[src/hw/rtl/string_to_int64_parser_macros.svh]
// assertion macros shared by the string to integer parser rtl
// expects clk and rst_n in the scope of the module that uses them
`ifndef STRING_TO_INT64_PARSER_MACROS_SVH
`define STRING_TO_INT64_PARSER_MACROS_SVH

// consequent must hold in the same cycle as the antecedent
`define S2I_ASSERT_SAME(label, ante, cons, msg) \
    label: assert property (@(posedge clk) disable iff (!rst_n) (ante) |-> (cons)) \
        else $error(msg);

// consequent must hold in the cycle after the antecedent
`define S2I_ASSERT_NEXT(label, ante, cons, msg) \
    label: assert property (@(posedge clk) disable iff (!rst_n) (ante) |=> (cons)) \
        else $error(msg);

`endif

[src/hw/rtl/s2i_pkg.sv]
// shared types, constants and character helpers for the string to integer parser
// no dependencies
package s2i_pkg;

    // defaults for the top level parameters
    localparam int MAX_BASE_DEF    = 36;
    localparam int OFFSET_BITS_DEF = 16;

    // fixed field widths
    localparam int CH_W    = 8;
    localparam int BASE_W  = 6;
    localparam int VALUE_W = 64;
    localparam int CFG_IDX_W  = 1;
    localparam int CFG_DATA_W = BASE_W;

    // configuration register indexes
    localparam logic [CFG_IDX_W-1:0] CFG_BASE        = 1'd0;
    localparam logic [CFG_IDX_W-1:0] CFG_SIGNED_MODE = 1'd1;

    // register reset values and fixed bases
    localparam logic [BASE_W-1:0] BASE_RESET = 6'd10;
    localparam logic [BASE_W-1:0] BASE_AUTO  = 6'd0;
    localparam logic [BASE_W-1:0] BASE_OCT   = 6'd8;
    localparam logic [BASE_W-1:0] BASE_DEC   = 6'd10;
    localparam logic [BASE_W-1:0] BASE_HEX   = 6'd16;
    localparam logic [BASE_W-1:0] BASE_MIN   = 6'd2;

    // digit code for a character that is no digit in any base
    localparam logic [BASE_W-1:0] DIGIT_NONE = 6'd63;

    // characters with a meaning of their own
    localparam logic [CH_W-1:0] CH_ZERO  = 8'h30;
    localparam logic [CH_W-1:0] CH_LOW_X = 8'h78;
    localparam logic [CH_W-1:0] CH_UP_X  = 8'h58;
    localparam logic [CH_W-1:0] CH_MINUS = 8'h2D;
    localparam logic [CH_W-1:0] CH_PLUS  = 8'h2B;
    localparam logic [CH_W-1:0] CH_SPACE = 8'h20;
    localparam logic [CH_W-1:0] CH_TAB   = 8'h09;
    localparam logic [CH_W-1:0] CH_CR    = 8'h0D;

    // saturation patterns
    localparam logic [VALUE_W-1:0] VAL_SMAX = {1'b0, {(VALUE_W-1){1'b1}}};
    localparam logic [VALUE_W-1:0] VAL_SMIN = {1'b1, {(VALUE_W-1){1'b0}}};
    localparam logic [VALUE_W-1:0] VAL_UMAX = {VALUE_W{1'b1}};

    // range selection for the overflow check
    typedef struct packed {
        logic signed_mode;
        logic negative;
    } s2i_range_t;

    // digit value of a character, letters count from ten
    function automatic logic [BASE_W-1:0] digit_of(input logic [CH_W-1:0] c);
        logic [CH_W-1:0] t;
        begin
            t = {CH_W{1'b0}};
            if (c >= 8'h30 && c <= 8'h39)
            begin
                t = c - 8'h30;
                return t[BASE_W-1:0];
            end
            if (c >= 8'h61 && c <= 8'h7A)
            begin
                t = c - 8'h57;
                return t[BASE_W-1:0];
            end
            if (c >= 8'h41 && c <= 8'h5A)
            begin
                t = c - 8'h37;
                return t[BASE_W-1:0];
            end
            return DIGIT_NONE;
        end
    endfunction

    // space, tab, line feed, vertical tab, form feed, carriage return
    function automatic logic is_space(input logic [CH_W-1:0] c);
        return (c == CH_SPACE) || (c >= CH_TAB && c <= CH_CR);
    endfunction

endpackage

[src/hw/rtl/s2i_ifs.sv]
// valid/ready channel interfaces for the string to integer parser
// depends on s2i_pkg
interface s2i_char_if;
    import s2i_pkg::*;

    logic            valid;
    logic            ready;
    logic [CH_W-1:0] ch;
    logic            start_req;

    modport source (output valid, output ch, output start_req, input ready);
    modport sink   (input valid, input ch, input start_req, output ready);
endinterface

interface s2i_result_if #(
    parameter int OFFSET_BITS = s2i_pkg::OFFSET_BITS_DEF
);
    import s2i_pkg::*;

    logic                   valid;
    logic                   ready;
    logic [VALUE_W-1:0]     value;
    logic                   overflow;
    logic                   digits_found;
    logic [OFFSET_BITS-1:0] end_offset;

    modport source (output valid, output value, output overflow, output digits_found,
                    output end_offset, input ready);
    modport sink   (input valid, input value, input overflow, input digits_found,
                    input end_offset, output ready);
endinterface

[src/hw/rtl/s2i_mac.sv]
// digit multiply-accumulate with range check against the signed or unsigned limit
// depends on s2i_pkg
module s2i_mac (
    input  logic [s2i_pkg::VALUE_W-1:0] acc,
    input  logic [s2i_pkg::BASE_W-1:0]  radix,
    input  logic [s2i_pkg::BASE_W-1:0]  digit,
    input  s2i_pkg::s2i_range_t         range,
    output logic [s2i_pkg::VALUE_W-1:0] acc_sum,
    output logic                        over
);
    import s2i_pkg::*;

    localparam int SUM_W = VALUE_W + BASE_W + 1;

    logic [VALUE_W-1:0] limit;
    logic [SUM_W-1:0]   sum_w;

    // largest magnitude allowed for the current sign and mode
    always_comb
    begin
        if (range.signed_mode)
            limit = range.negative ? VAL_SMIN : VAL_SMAX;
        else
            limit = VAL_UMAX;
    end

    // over flags acc * radix + digit above the limit, compared at full width
    assign sum_w   = SUM_W'(acc) * SUM_W'(radix) + SUM_W'(digit);
    assign over    = sum_w > SUM_W'(limit);
    assign acc_sum = sum_w[VALUE_W-1:0];

endmodule

[src/hw/rtl/string_to_int64_parser.sv]
// string to 64-bit integer parser top level: config registers, parse state, result register
// depends on s2i_pkg, s2i_ifs, s2i_mac and string_to_int64_parser_macros.svh
//
//  port     | dir  | carries
//  ---------+------+-------------------------------------------------------
//  chars    | sink | ch, start_req: one character per item
//  result   | src  | value, overflow, digits_found, end_offset
//  cfg_*    | in   | register write: enable, index, data (no read-back)
//
// one character per cycle unless stalled: the digit multiply-accumulate and limit compare
// loop is combinational, a result appears the cycle after its last character
// a held result stalls the input only when the sink is not ready in the same cycle
// reset puts the parser idle with base 10 and signed mode
// characters arriving while idle without start_req are dropped
module string_to_int64_parser #(
    parameter int MAX_BASE    = s2i_pkg::MAX_BASE_DEF,
    parameter int OFFSET_BITS = s2i_pkg::OFFSET_BITS_DEF
) (
    input  logic                           clk,
    input  logic                           rst_n,
    s2i_char_if.sink                       chars,
    s2i_result_if.source                   result,
    input  logic                           cfg_wr_en,
    input  logic [s2i_pkg::CFG_IDX_W-1:0]  cfg_index,
    input  logic [s2i_pkg::CFG_DATA_W-1:0] cfg_data
);
    import s2i_pkg::*;

    `include "string_to_int64_parser_macros.svh"

    localparam int CNT_W = OFFSET_BITS + 1;

    typedef enum logic [2:0] {
        PH_IDLE,
        PH_LEAD,
        PH_SIGN,
        PH_ZERO,
        PH_XPFX,
        PH_DIGS
    } phase_t;

    // configuration
    logic [BASE_W-1:0] base_reg;
    logic              signed_mode_reg;

    // parse state
    phase_t             phase_reg, phase_next;
    logic               negative_reg, negative_next;
    logic [VALUE_W-1:0] acc_reg, acc_next;
    logic [BASE_W-1:0]  eff_base_reg, eff_base_next;
    logic               any_digit_reg, any_digit_next;
    logic               ovf_reg, ovf_next;
    logic [CNT_W-1:0]   cnt_reg, cnt_next;

    // result register
    logic                   res_valid_reg;
    logic [VALUE_W-1:0]     res_value_reg, res_value_next;
    logic                   res_ovf_reg;
    logic                   res_digits_reg;
    logic [OFFSET_BITS-1:0] res_end_reg, res_end_next;

    // state after a start request is applied
    phase_t             phase_s;
    logic               negative_s;
    logic [VALUE_W-1:0] acc_s;
    logic [BASE_W-1:0]  eff_base_s;
    logic               any_digit_s;
    logic               ovf_s;
    logic [CNT_W-1:0]   cnt_s;

    logic                   accept;
    logic                   emit;
    logic                   take;
    logic                   sign_path;
    logic                   take_ok;
    logic [BASE_W-1:0]      digit;
    logic [BASE_W-1:0]      take_base;
    logic [OFFSET_BITS-1:0] cur_off;
    logic [OFFSET_BITS-1:0] x_off;
    logic [OFFSET_BITS-1:0] emit_end;
    logic [CNT_W-1:0]       cnt_dec;
    logic [VALUE_W-1:0]     mac_sum;
    logic                   mac_over;
    s2i_range_t             range;

    // handshake: the result register frees up in the cycle it is taken
    assign chars.ready = !res_valid_reg || result.ready;
    assign accept      = chars.valid && chars.ready;

    // configuration register writes
    always_ff @(posedge clk or negedge rst_n)
    begin
        if (!rst_n)
        begin
            base_reg        <= BASE_RESET;
            signed_mode_reg <= 1'b1;
        end
        else if (cfg_wr_en)
        begin
            case (cfg_index)
                CFG_BASE:        base_reg        <= cfg_data;
                CFG_SIGNED_MODE: signed_mode_reg <= cfg_data[0];
                default:         ;
            endcase
        end
    end

    // a start request clears the conversion before the character is looked at
    assign phase_s     = chars.start_req ? PH_LEAD : phase_reg;
    assign negative_s  = chars.start_req ? 1'b0 : negative_reg;
    assign acc_s       = chars.start_req ? '0 : acc_reg;
    assign eff_base_s  = chars.start_req ? BASE_DEC : eff_base_reg;
    assign any_digit_s = chars.start_req ? 1'b0 : any_digit_reg;
    assign ovf_s       = chars.start_req ? 1'b0 : ovf_reg;
    assign cnt_s       = chars.start_req ? '0 : cnt_reg;

    // offsets of this character and of the one before, saturating
    assign cur_off = cnt_s[OFFSET_BITS] ? {OFFSET_BITS{1'b1}} : cnt_s[OFFSET_BITS-1:0];
    assign cnt_dec = cnt_s - CNT_W'(1);
    assign x_off   = cnt_dec[OFFSET_BITS-1:0];

    // base used if this character is taken as a digit
    assign digit     = digit_of(chars.ch);
    assign take_base = (phase_s == PH_LEAD || phase_s == PH_SIGN)
                     ? ((base_reg == BASE_AUTO) ? BASE_DEC : base_reg)
                     : eff_base_s;
    assign take_ok   = (take_base >= BASE_MIN) && (take_base <= BASE_W'(MAX_BASE))
                     && (digit < take_base);

    // a digit never arrives together with a sign, so the stored sign sets the limit
    assign range.signed_mode = signed_mode_reg;
    assign range.negative    = negative_s;

    s2i_mac u_mac (
        .acc     (acc_s),
        .radix   (take_base),
        .digit   (digit),
        .range   (range),
        .acc_sum (mac_sum),
        .over    (mac_over)
    );

    // per-character phase logic
    always_comb
    begin
        phase_next     = phase_s;
        negative_next  = negative_s;
        acc_next       = acc_s;
        eff_base_next  = eff_base_s;
        any_digit_next = any_digit_s;
        ovf_next       = ovf_s;
        cnt_next       = cnt_s;
        sign_path      = 1'b0;
        take           = 1'b0;
        emit           = 1'b0;
        emit_end       = cur_off;

        if (phase_s != PH_IDLE && !cnt_s[OFFSET_BITS])
            cnt_next = cnt_s + CNT_W'(1);

        case (phase_s)
            PH_IDLE: ;
            PH_LEAD:
            begin
                if (is_space(chars.ch))
                    phase_next = PH_LEAD;
                else if (chars.ch == CH_MINUS)
                begin
                    negative_next = 1'b1;
                    phase_next    = PH_SIGN;
                end
                else if (chars.ch == CH_PLUS)
                    phase_next = PH_SIGN;
                else
                    sign_path = 1'b1;
            end
            PH_SIGN: sign_path = 1'b1;
            PH_ZERO:
            begin
                if (chars.ch == CH_LOW_X || chars.ch == CH_UP_X)
                begin
                    eff_base_next = BASE_HEX;
                    phase_next    = PH_XPFX;
                end
                else
                    take = 1'b1;
            end
            PH_XPFX:
            begin
                if (digit < BASE_HEX)
                    take = 1'b1;
                else
                begin
                    emit     = 1'b1;
                    emit_end = x_off;
                end
            end
            PH_DIGS: take = 1'b1;
            default: phase_next = PH_IDLE;
        endcase

        // first character after whitespace and sign: leading zero or plain digit
        if (sign_path)
        begin
            if (chars.ch == CH_ZERO && (base_reg == BASE_AUTO || base_reg == BASE_HEX))
            begin
                any_digit_next = 1'b1;
                eff_base_next  = (base_reg == BASE_HEX) ? BASE_HEX : BASE_OCT;
                phase_next     = PH_ZERO;
            end
            else
            begin
                eff_base_next = take_base;
                take          = 1'b1;
            end
        end

        // digit accumulate, or the end of the number
        if (take)
        begin
            phase_next = PH_DIGS;
            if (!take_ok)
                emit = 1'b1;
            else
            begin
                any_digit_next = 1'b1;
                if (!ovf_s)
                begin
                    if (mac_over)
                        ovf_next = 1'b1;
                    else
                        acc_next = mac_sum;
                end
            end
        end

        if (emit)
            phase_next = PH_IDLE;
    end

    // result pattern for an ending character
    always_comb
    begin
        if (ovf_next)
        begin
            if (signed_mode_reg)
                res_value_next = negative_next ? VAL_SMIN : VAL_SMAX;
            else
                res_value_next = VAL_UMAX;
        end
        else
            res_value_next = negative_next ? (VALUE_W'(0) - acc_next) : acc_next;
        res_end_next = any_digit_next ? emit_end : '0;
    end

    // parse state and result register
    always_ff @(posedge clk or negedge rst_n)
    begin
        if (!rst_n)
        begin
            phase_reg      <= PH_IDLE;
            negative_reg   <= 1'b0;
            acc_reg        <= '0;
            eff_base_reg   <= BASE_DEC;
            any_digit_reg  <= 1'b0;
            ovf_reg        <= 1'b0;
            cnt_reg        <= '0;
            res_valid_reg  <= 1'b0;
            res_value_reg  <= '0;
            res_ovf_reg    <= 1'b0;
            res_digits_reg <= 1'b0;
            res_end_reg    <= '0;
        end
        else
        begin
            if (accept)
            begin
                phase_reg     <= phase_next;
                negative_reg  <= negative_next;
                acc_reg       <= acc_next;
                eff_base_reg  <= eff_base_next;
                any_digit_reg <= any_digit_next;
                ovf_reg       <= ovf_next;
                cnt_reg       <= cnt_next;
            end
            if (accept && emit)
            begin
                res_valid_reg  <= 1'b1;
                res_value_reg  <= res_value_next;
                res_ovf_reg    <= ovf_next;
                res_digits_reg <= any_digit_next;
                res_end_reg    <= res_end_next;
            end
            else if (result.ready)
                res_valid_reg <= 1'b0;
        end
    end

    assign result.valid        = res_valid_reg;
    assign result.value        = res_value_reg;
    assign result.overflow     = res_ovf_reg;
    assign result.digits_found = res_digits_reg;
    assign result.end_offset   = res_end_reg;

    // checks on the parse logic
    `S2I_ASSERT_SAME(a_no_digit_result, result.valid && !result.digits_found,
        result.value == '0 && result.end_offset == '0 && !result.overflow,
        "result without digits is not all zero")
    `S2I_ASSERT_SAME(a_ovf_needs_digit, result.valid && result.overflow,
        result.digits_found, "overflow reported without a digit")
    `S2I_ASSERT_NEXT(a_emit_goes_idle, accept && emit,
        phase_reg == PH_IDLE && res_valid_reg, "ending item did not close the conversion")
    `S2I_ASSERT_NEXT(a_start_runs, accept && chars.start_req,
        phase_reg != PH_IDLE || res_valid_reg, "start item neither ran nor ended")

endmodule

[src/flat_wrapper.sv]
// flat-port wrapper written by rule: the top's interface ports become plain ports
module string_to_int64_parser_flat import s2i_pkg::*;
#(
    parameter int MAX_BASE    = s2i_pkg::MAX_BASE_DEF,
    parameter int OFFSET_BITS = s2i_pkg::OFFSET_BITS_DEF
)
  (clk, rst_n, cfg_wr_en, cfg_index, cfg_data, chars_valid, chars_ch, chars_start_req, chars_ready, result_valid, result_value, result_overflow, result_digits_found, result_end_offset, result_ready);
  s2i_char_if chars_i ();
  s2i_result_if #(.OFFSET_BITS(OFFSET_BITS)) result_i ();
  input  logic clk;
  input  logic rst_n;
  input  logic cfg_wr_en;
  input  logic [s2i_pkg::CFG_IDX_W-1:0] cfg_index;
  input  logic [s2i_pkg::CFG_DATA_W-1:0] cfg_data;
  input wire logic [$bits(chars_i.valid)-1:0] chars_valid;
  input wire logic [$bits(chars_i.ch)-1:0] chars_ch;
  input wire logic [$bits(chars_i.start_req)-1:0] chars_start_req;
  output wire logic [$bits(chars_i.ready)-1:0] chars_ready;
  output wire logic [$bits(result_i.valid)-1:0] result_valid;
  output wire logic [$bits(result_i.value)-1:0] result_value;
  output wire logic [$bits(result_i.overflow)-1:0] result_overflow;
  output wire logic [$bits(result_i.digits_found)-1:0] result_digits_found;
  output wire logic [$bits(result_i.end_offset)-1:0] result_end_offset;
  input wire logic [$bits(result_i.ready)-1:0] result_ready;
  assign chars_i.valid = chars_valid;
  assign chars_i.ch = chars_ch;
  assign chars_i.start_req = chars_start_req;
  assign chars_ready = chars_i.ready;
  assign result_valid = result_i.valid;
  assign result_value = result_i.value;
  assign result_overflow = result_i.overflow;
  assign result_digits_found = result_i.digits_found;
  assign result_end_offset = result_i.end_offset;
  assign result_i.ready = result_ready;
  string_to_int64_parser #(.MAX_BASE(MAX_BASE), .OFFSET_BITS(OFFSET_BITS)) u_core (.clk(clk), .rst_n(rst_n), .chars(chars_i), .result(result_i), .cfg_wr_en(cfg_wr_en), .cfg_index(cfg_index), .cfg_data(cfg_data));
endmodule
[config.mk]
export PLATFORM = sky130hd
export DESIGN_NAME = string_to_int64_parser_flat
export DESIGN_NICKNAME = d
export VERILOG_FILES = /design/src/hw/rtl/s2i_pkg.sv /design/src/hw/rtl/s2i_ifs.sv /design/src/hw/rtl/s2i_mac.sv /design/src/hw/rtl/string_to_int64_parser.sv /design/src/flat_wrapper.sv
export VERILOG_INCLUDE_DIRS = /design/src /design/src/hw/rtl
export SDC_FILE = /design/constraint.sdc
export NUM_CORES = 2
export LEC_CHECK = 0
export BUFFER_PORTS_ARGS = -buffer_cell sky130_fd_sc_hd__buf_2
export CAP_MARGIN = 10
export CORE_ASPECT_RATIO = 1.2
export CORE_MARGIN = 5
export CORE_UTILIZATION = 50
export CTS_BUF_LIST = sky130_fd_sc_hd__clkbuf_8 sky130_fd_sc_hd__clkbuf_16
export CTS_CLUSTER_SIZE = 40
export DETAILED_ROUTE_END_ITERATION = 10
export PLACE_DENSITY = 0.75
export SLEW_MARGIN = 25
export SYNTH_ARGS = -nofsm -noshare
export SYNTH_HDL_FRONTEND = slang
export SYNTH_SLANG_ARGS = --single-unit
[constraint.sdc]
create_clock -name clk -period 17 [get_ports clk]
set_input_delay 2.55 -clock clk [delete_from_list [all_inputs] [get_ports clk]]
set_output_delay 2.55 -clock clk [all_outputs]
set_load 0.01 [all_outputs]
---- Word level (Yosys, flattened, before mapping) ----
Cells that the tools add are included.
word-level totals
  register bits after elaboration ......... 183
  input bits .............................. 21
  output and inout bits ................... 84
  logic and storage cells ................. 148
operators by class
  $add $sub $neg .......................... 7
  multiply operators ...................... 1
  $lt $le $gt $ge ......................... 13
  eq/ne operators ......................... 12
  multiplexer cells ....................... 76
  bitwise logic cells ..................... 1
  reductions and logical operators ........ 24
operators with widths
  kind                     count
  $mux W64                 11
  $mux W6                  13
  $add A70 B6 Y71          1
  $gt A71 B64 Y1           1
  $mul A64 B6 Y70          1
  $mux W16                 4
  $sub A1 B64 Y64 const A  1
  $mux W17                 2
  $mux W1                  33
  $eq A8 B6 Y1 const B     4
  $mux W3                  9
  $add A17 B1 Y17 const B  1
  $eq A8 B7 Y1 const B     2
  $ge A8 B7 Y1 const B     2
  $le A8 B7 Y1 const B     2
  $sub A16 B1 Y16 const B  1
  $sub A6 B6 Y6 const B    2
  $logic_and A1 B1 Y1      10
  $pmux W3 S3              1
  $ge A8 B4 Y1 const B     1
  $ge A8 B6 Y1 const B     1
  $le A8 B4 Y1 const B     1
  $le A8 B6 Y1 const B     1
  $eq A3 B2 Y1 const B     2
  20 further kinds         27

---- Longest topological paths before layout ----
  depth after elaboration ................. 18
  gate-level depth with buffers ........... 54
  gate-level depth less buffers ........... 47

---- By module ----
Synthesis repeated with hierarchy kept, for this count alone.
second synthesis, totals
  cell total of the unflattened synthesis .. 3221
  area total of the unflattened synthesis .. 27331.2 sq um
by module, submodules not included
  module                  times used  cells an instance  area each (sq um)  sequential area each (sq um)
  s2i_mac                 1           1703               14538.9            0.0
  string_to_int64_parser  1           1518               12792.3            4585.6

---- Least setup slack after synthesis ----
No wires, ideal clock.
  kind .................................... input to register
  start point ............................. input chars_start_req
  end point ............................... register u_core.res_value_reg[62] (netlist: u_core.result.value[62])
  library setup time ...................... 77 ps
  arrival ................................. 14405 ps
  required time ........................... 16923 ps
  setup slack ............................. 2518 ps
  cell stages on the path ................. 52
  path buffers ............................ 12
  cell sequence ........................... clkbuf_1 > clkbuf_1 > clkbuf_1 > buf_1 > clkbuf_1 > nor2_1 > a21oi_1 > inv_1 > clkbuf_1 > buf_1 > nor2_1 > fa_1 > inv_1 > fa_1 > fa_1 > inv_1 > ha_1 > ha_1 > (+16 left out) > or4b_1 > buf_2 > nor3_2 > buf_2 > buf_2 > buf_1 > nor2_1 > a21oi_1 > ha_1 > and2_1 > nand4_1 > nor3_1 > mux2i_1 > or4_4 > o41ai_2 > xnor2_1 > nand2_1 > a21oi_1
on the way
  cells in the longest elaborated chain, start to end .. 14
  elaborated cells on any way between the ends .. 46
  those cells by class .................... 2 x add/sub; 1 x mul; 4 x order compare; 5 x eq/ne; 30 x mux; 4 x reduce/logical
ends and longest elaborated chain
  item                                          RTL line                                                      RTL
  start: declaration                            flat_wrapper.sv:17                                            input wire logic [$bits(chars_i.start_req)-1:0] chars_start_req;
  $mux W3                                       string_to_int64_parser.sv:109                                 assign phase_s = chars.start_req ? PH_LEAD : phase_reg;
  $eq A3 B1 Y1 or $eq A3 B2 Y1 (tied branches)  string_to_int64_parser.sv:124, string_to_int64_parser.sv:161
  $logic_or A1 B1 Y1                            string_to_int64_parser.sv:124                                 assign take_base = (phase_s == PH_LEAD || phase_s == PH_SIGN)
  $mux W6                                       string_to_int64_parser.sv:125                                 ? ((base_reg == BASE_AUTO) ? BASE_DEC : base_reg)
  $mul A64 B6 Y70                               s2i_mac.sv:28                                                 assign sum_w = SUM_W'(acc) * SUM_W'(radix) + SUM_W'(digit);
  $add A70 B6 Y71                               s2i_mac.sv:28
  $gt A71 B64 Y1                                s2i_mac.sv:29                                                 assign over = sum_w > SUM_W'(limit);
  $mux W64                                      string_to_int64_parser.sv:229                                 if (mac_over)
  $mux W64                                      string_to_int64_parser.sv:227                                 if (!ovf_s)
  $mux W64                                      string_to_int64_parser.sv:222                                 if (!take_ok)
  $mux W64                                      string_to_int64_parser.sv:219                                 if (take)
  $sub A1 B64 Y64                               string_to_int64_parser.sv:252                                 res_value_next = negative_next ? (VALUE_W'(0) - acc_next) : acc_next;
  $mux W64                                      string_to_int64_parser.sv:252
  $mux W64                                      string_to_int64_parser.sv:244                                 if (ovf_next)
  end signal: assignment                        string_to_int64_parser.sv:289                                 res_value_reg <= res_value_next;
  end: declaration                              string_to_int64_parser.sv:57                                  logic [VALUE_W-1:0] res_value_reg, res_value_next;
Several ways; a longest one is shown, not always the timed one.
A chain may end at the register's enable or synchronous reset.

---- Final worst setup path ----
  start point ............................. input chars_start_req
  end point ............................... register u_core.res_value_reg[60] (netlist: u_core.result.value[60])
The elaborated chain is that of the path after synthesis.

==> parameters.txt <==
Parameter                              Value

Critical path
  Slowest library cell on the worst path ... inv_1
  Number of buffers and inverters on the critical path ... 6
  CP peak stage delay ... ~0.74 ns
  Setup crit end kind ... register
  Worst-path maximum fanout ... 34
  Required time at the worst-slack endpoint ... between 15 and 20 ns
  Crit start category ... input port
  CP delay by family, top ... simple AND/OR/NAND/NOR gates
  Path type of the worst setup path ... input port to register
  CP arrival ... around 16 ns

Routing
  Final Routed Wirelength ... about 85000 um
  Vias per Instance ... ~6.2
  DR iter-0 viols ... 2239
  Count of antenna-violating nets left after detailed routing ... 0
  Post-detailed-route wirelength per cell ... 20.9 um
  DRC viols ... 0
  Vias after detailed routing ... roughly 25000
  Total iterations of the first detailed-routing run ... 6

Cells and area
  Proportion of layout cells with a drive suffix above 1 ... ~7.6%
  Core utilization of the finished layout ... between 50% and 60%
  Number of cells in the finished layout apart from fillers ... about 4100
  Total number of nets in the final design ... a little under 4000
  Total non-filler cell area in the finished layout ... ~28000 um^2
  N_diodes ... 0
  Signed area change from the synthesized netlist to the final layout ... 6.17%

Timing
  Post-route fraction of the period consumed by the critical path ... 90.5%
  Number of max-slew violations in the final report ... 0
  Number of hold violations in the final report ... 0
  Shortest clock period the worst path allows after layout ... 15.38 ns
  Hold WS ... around 0.48 ns
  Worst-case setup margin in the final layout ... 1.62 ns
  Remaining max-slew budget at the tightest pin ... 28.8%
  Number of failing setup endpoints in the final timing report ... 0
  Peak clock frequency supported by timing ... 65.0 MHz
  Sum of negative setup slack ... 0 ns
  Transition time of the tightest slew-check pin ... roughly 1.1 ns
  Max Clock Skew ... ~0.026 ns
  RSZ-0062 raised after global routing ... false

Clock tree
  Post-cts hold buffer count ... 0
  Total CTS buffers ... 17
  Post-cts repair resize count ... 0
  Root Buffer ... clkbuf_16
  CTS clk-pin slew, worst paths ... roughly 0.080 ns
  H-Tree Depth ... 4
  CTS tree ... yes
  Maximum buffer depth of the clock tree ... 2
  CTS sink count ... approximately 180
  Number of buffers inserted by post-CTS setup repair ... 0
  Clock latency on the worst-skew pair ... around 0.48 ns

Logic synthesis
  Number of distinct library cells after synthesis ... between 80 and 90
  Synth Area per Inst ... between 7 and 8 um^2
  Flip-flop and latch count after synthesis ... 183
  Number of nets produced by synthesis ... approximately 3900
  Commonest register cell after synthesis ... dfrtp_1
  Cell area after technology mapping ... about 26000 um^2
  Instance count of the mapped netlist ... between 3000 and 4000
  Proportion of synthesized chip area in sequential cells ... between 10% and 20%
  Number of enable flip-flop cells after synthesis ... 0
  Count of synthesis-stage warnings from yosys ... 0
  Asr flop ratio synth ... between 90% and 100%

Placed design
  Worst setup slack after placement ... around 1.4 ns
  RD Place Congestion ... ~1.1
  Post-DP HPWL ... 65700 um
  Post-DP Area ... between 20000 and 30000 um^2
  # placed instances ... approximately 4000
  Port buffer count ... about 100

Power and ir drop
  Switching share of power ... 52.4%
  Post-layout power ... 2.54 mW
  Cell area power density ... between 90 and 100 nW/um^2
  Seq pwr share ... between 20% and 30%
  Leakage power figure ... ~14 nW
  IR Drop Worst-Case VDD ... between 80 and 90 uV
  Internal power of the cells ... between 1 and 1.5 mW
  Clock power frac ... 16.3%
  Power dissipated by switching net loads ... roughly 1.3 mW
  Proportion of power drawn by combinational gates ... between 50% and 60%

Global route
  Global-route wire length before repair ... between 100000 and 150000 um
  Via count of the first global-routing pass ... roughly 25000
  Largest net degree at the start of global routing ... 94
  GRT Total Usage ... between 20% and 30%
  Number of antenna violations at the first check in global routing ... 0
  Total gr overflow ... 0

Floorplanning
  Die Wd ... 220 um
  Initial Utilization ... just over 50%
  Number of placement rows ... 92
  Floorplan core area ... between 50000 and 60000 um^2
  Die span in y ... approximately 260 um
  Boundary pin count ... 105
  Die area ... 57500 um^2

Hold path
  Worst hold path type ... register to register

Run
  MaxCap Viol Count ... 0

Run status
  Run status ... completed
tightest hold or removal path: stages, from the launching register on:
cell and delay (ns):
dfrtp_1 0.34, nand2_1 0.04, o21ai_0 0.05
cell families after synthesis:
| group | after synthesis | synth area share (%) |
|---|---|---|
| mux | 40 | 1.60 |
| compound gates | 767 | 17.7 |
| simple gates | 1337 | 22.5 |
| fa+ha+maj | 484 | 30.1 |
| buf+inv | 428 | 6.25 |
| xor+xnor | 134 | 4.44 |
| flops | 183 | 17.4 |
metal layers:
metal	track usage, %	wire length [um]	up-vias
li1	-	-	11400
met1	37.2	32900	12200
met2	49.7	40400	1308
met3	4.36	7280	290
met4	13.9	4400	0
met5	0	0	-
worst paths after layout:
kind,from,end,slack [ns],depth (start not counted)
worst max-delay path,chars_start_req,u_core.result.value[60]$_DFFE_PN0P_,1.62,44
worst min-delay path,u_core.result.end_offset[10]$_DFFE_PN0P_,u_core.result.end_offset[10]$_DFFE_PN0P_,0.48,2
worst max register to register,u_core.phase_reg[1]$_DFFE_PN0P_,u_core.result.value[60]$_DFFE_PN0P_,3.63,44
worst min register to register,u_core.result.end_offset[10]$_DFFE_PN0P_,u_core.result.end_offset[10]$_DFFE_PN0P_,0.48,2
max in group asynchronous,rst_n,u_core.cnt_reg[11]$_DFFE_PN0P_,12.88,3
min in group asynchronous,rst_n,u_core.result.value[15]$_DFFE_PN0P_,2.12,1
cell usage after synthesis, types with 58 or more instances:
cell,n,share of area (%)
nor2_1,463,6.6
inv_1,228,3.2
fa_1,252,19
xnor2_1,86,2.9
dfrtp_1,178,17
nand4_1,58,1.4
clkbuf_1,128,1.8
nand3_1,68,1.3
nand2_1,494,7.0
o21ai_0,201,3.8
nor3_1,64,1.2
ha_1,232,11
a21oi_1,274,5.2
layout make-up:
cell class | instances | area [um^2]
Fill cell | 4921 | 24300
Multi-Input combinational cell | 2762 | 20300
Sequential cell | 183 | 4590
Tap cell | 705 | 882
Inverter | 231 | 867
Timing Repair Buffer | 145 | 837
Clock buffer | 17 | 425
Clock inverter | 15 | 186
layout by cell type, fill, tap and decap left out, types with 15 or more instances in the layout:
| cell type | count |
|---|---|
| nor2b_1 | 48 |
| nor3_1 | 64 |
| a21oi_1 | 271 |
| mux2i_1 | 23 |
| nand4_1 | 58 |
| o211ai_1 | 24 |
| xor2_1 | 48 |
| nand2_1 | 493 |
| o31ai_1 | 21 |
| nor4_1 | 22 |
| mux2_2 | 15 |
| a22oi_1 | 18 |
| o21ai_1 | 18 |
| dfrtp_1 | 178 |
| or3_1 | 19 |
| o21ai_0 | 198 |
| nand3_1 | 68 |
| buf_4 | 41 |
| inv_1 | 226 |
| buf_2 | 103 |
| o21a_1 | 24 |
| nor2_1 | 461 |
| clkbuf_16 | 17 |
| a21o_1 | 29 |
| xnor2_1 | 86 |
| ha_1 | 232 |
| a31oi_1 | 21 |
| fa_1 | 252 |
| and3_1 | 17 |
power groups by stage:
| stage | combinational, mW | sequential [mW] | clock [mW] |
|---|---|---|---|
| after floorplan | 0.918 | 0.657 | 0 |
| after global placement | 1.44 | 0.632 | 0 |
| after detailed placement | 1.45 | 0.635 | 0 |
| after CTS | 1.46 | 0.627 | 0.417 |
| after global routing | 1.61 | 0.640 | 0.435 |
| final | 1.50 | 0.630 | 0.415 |
(Power assumes the default switching activity.)
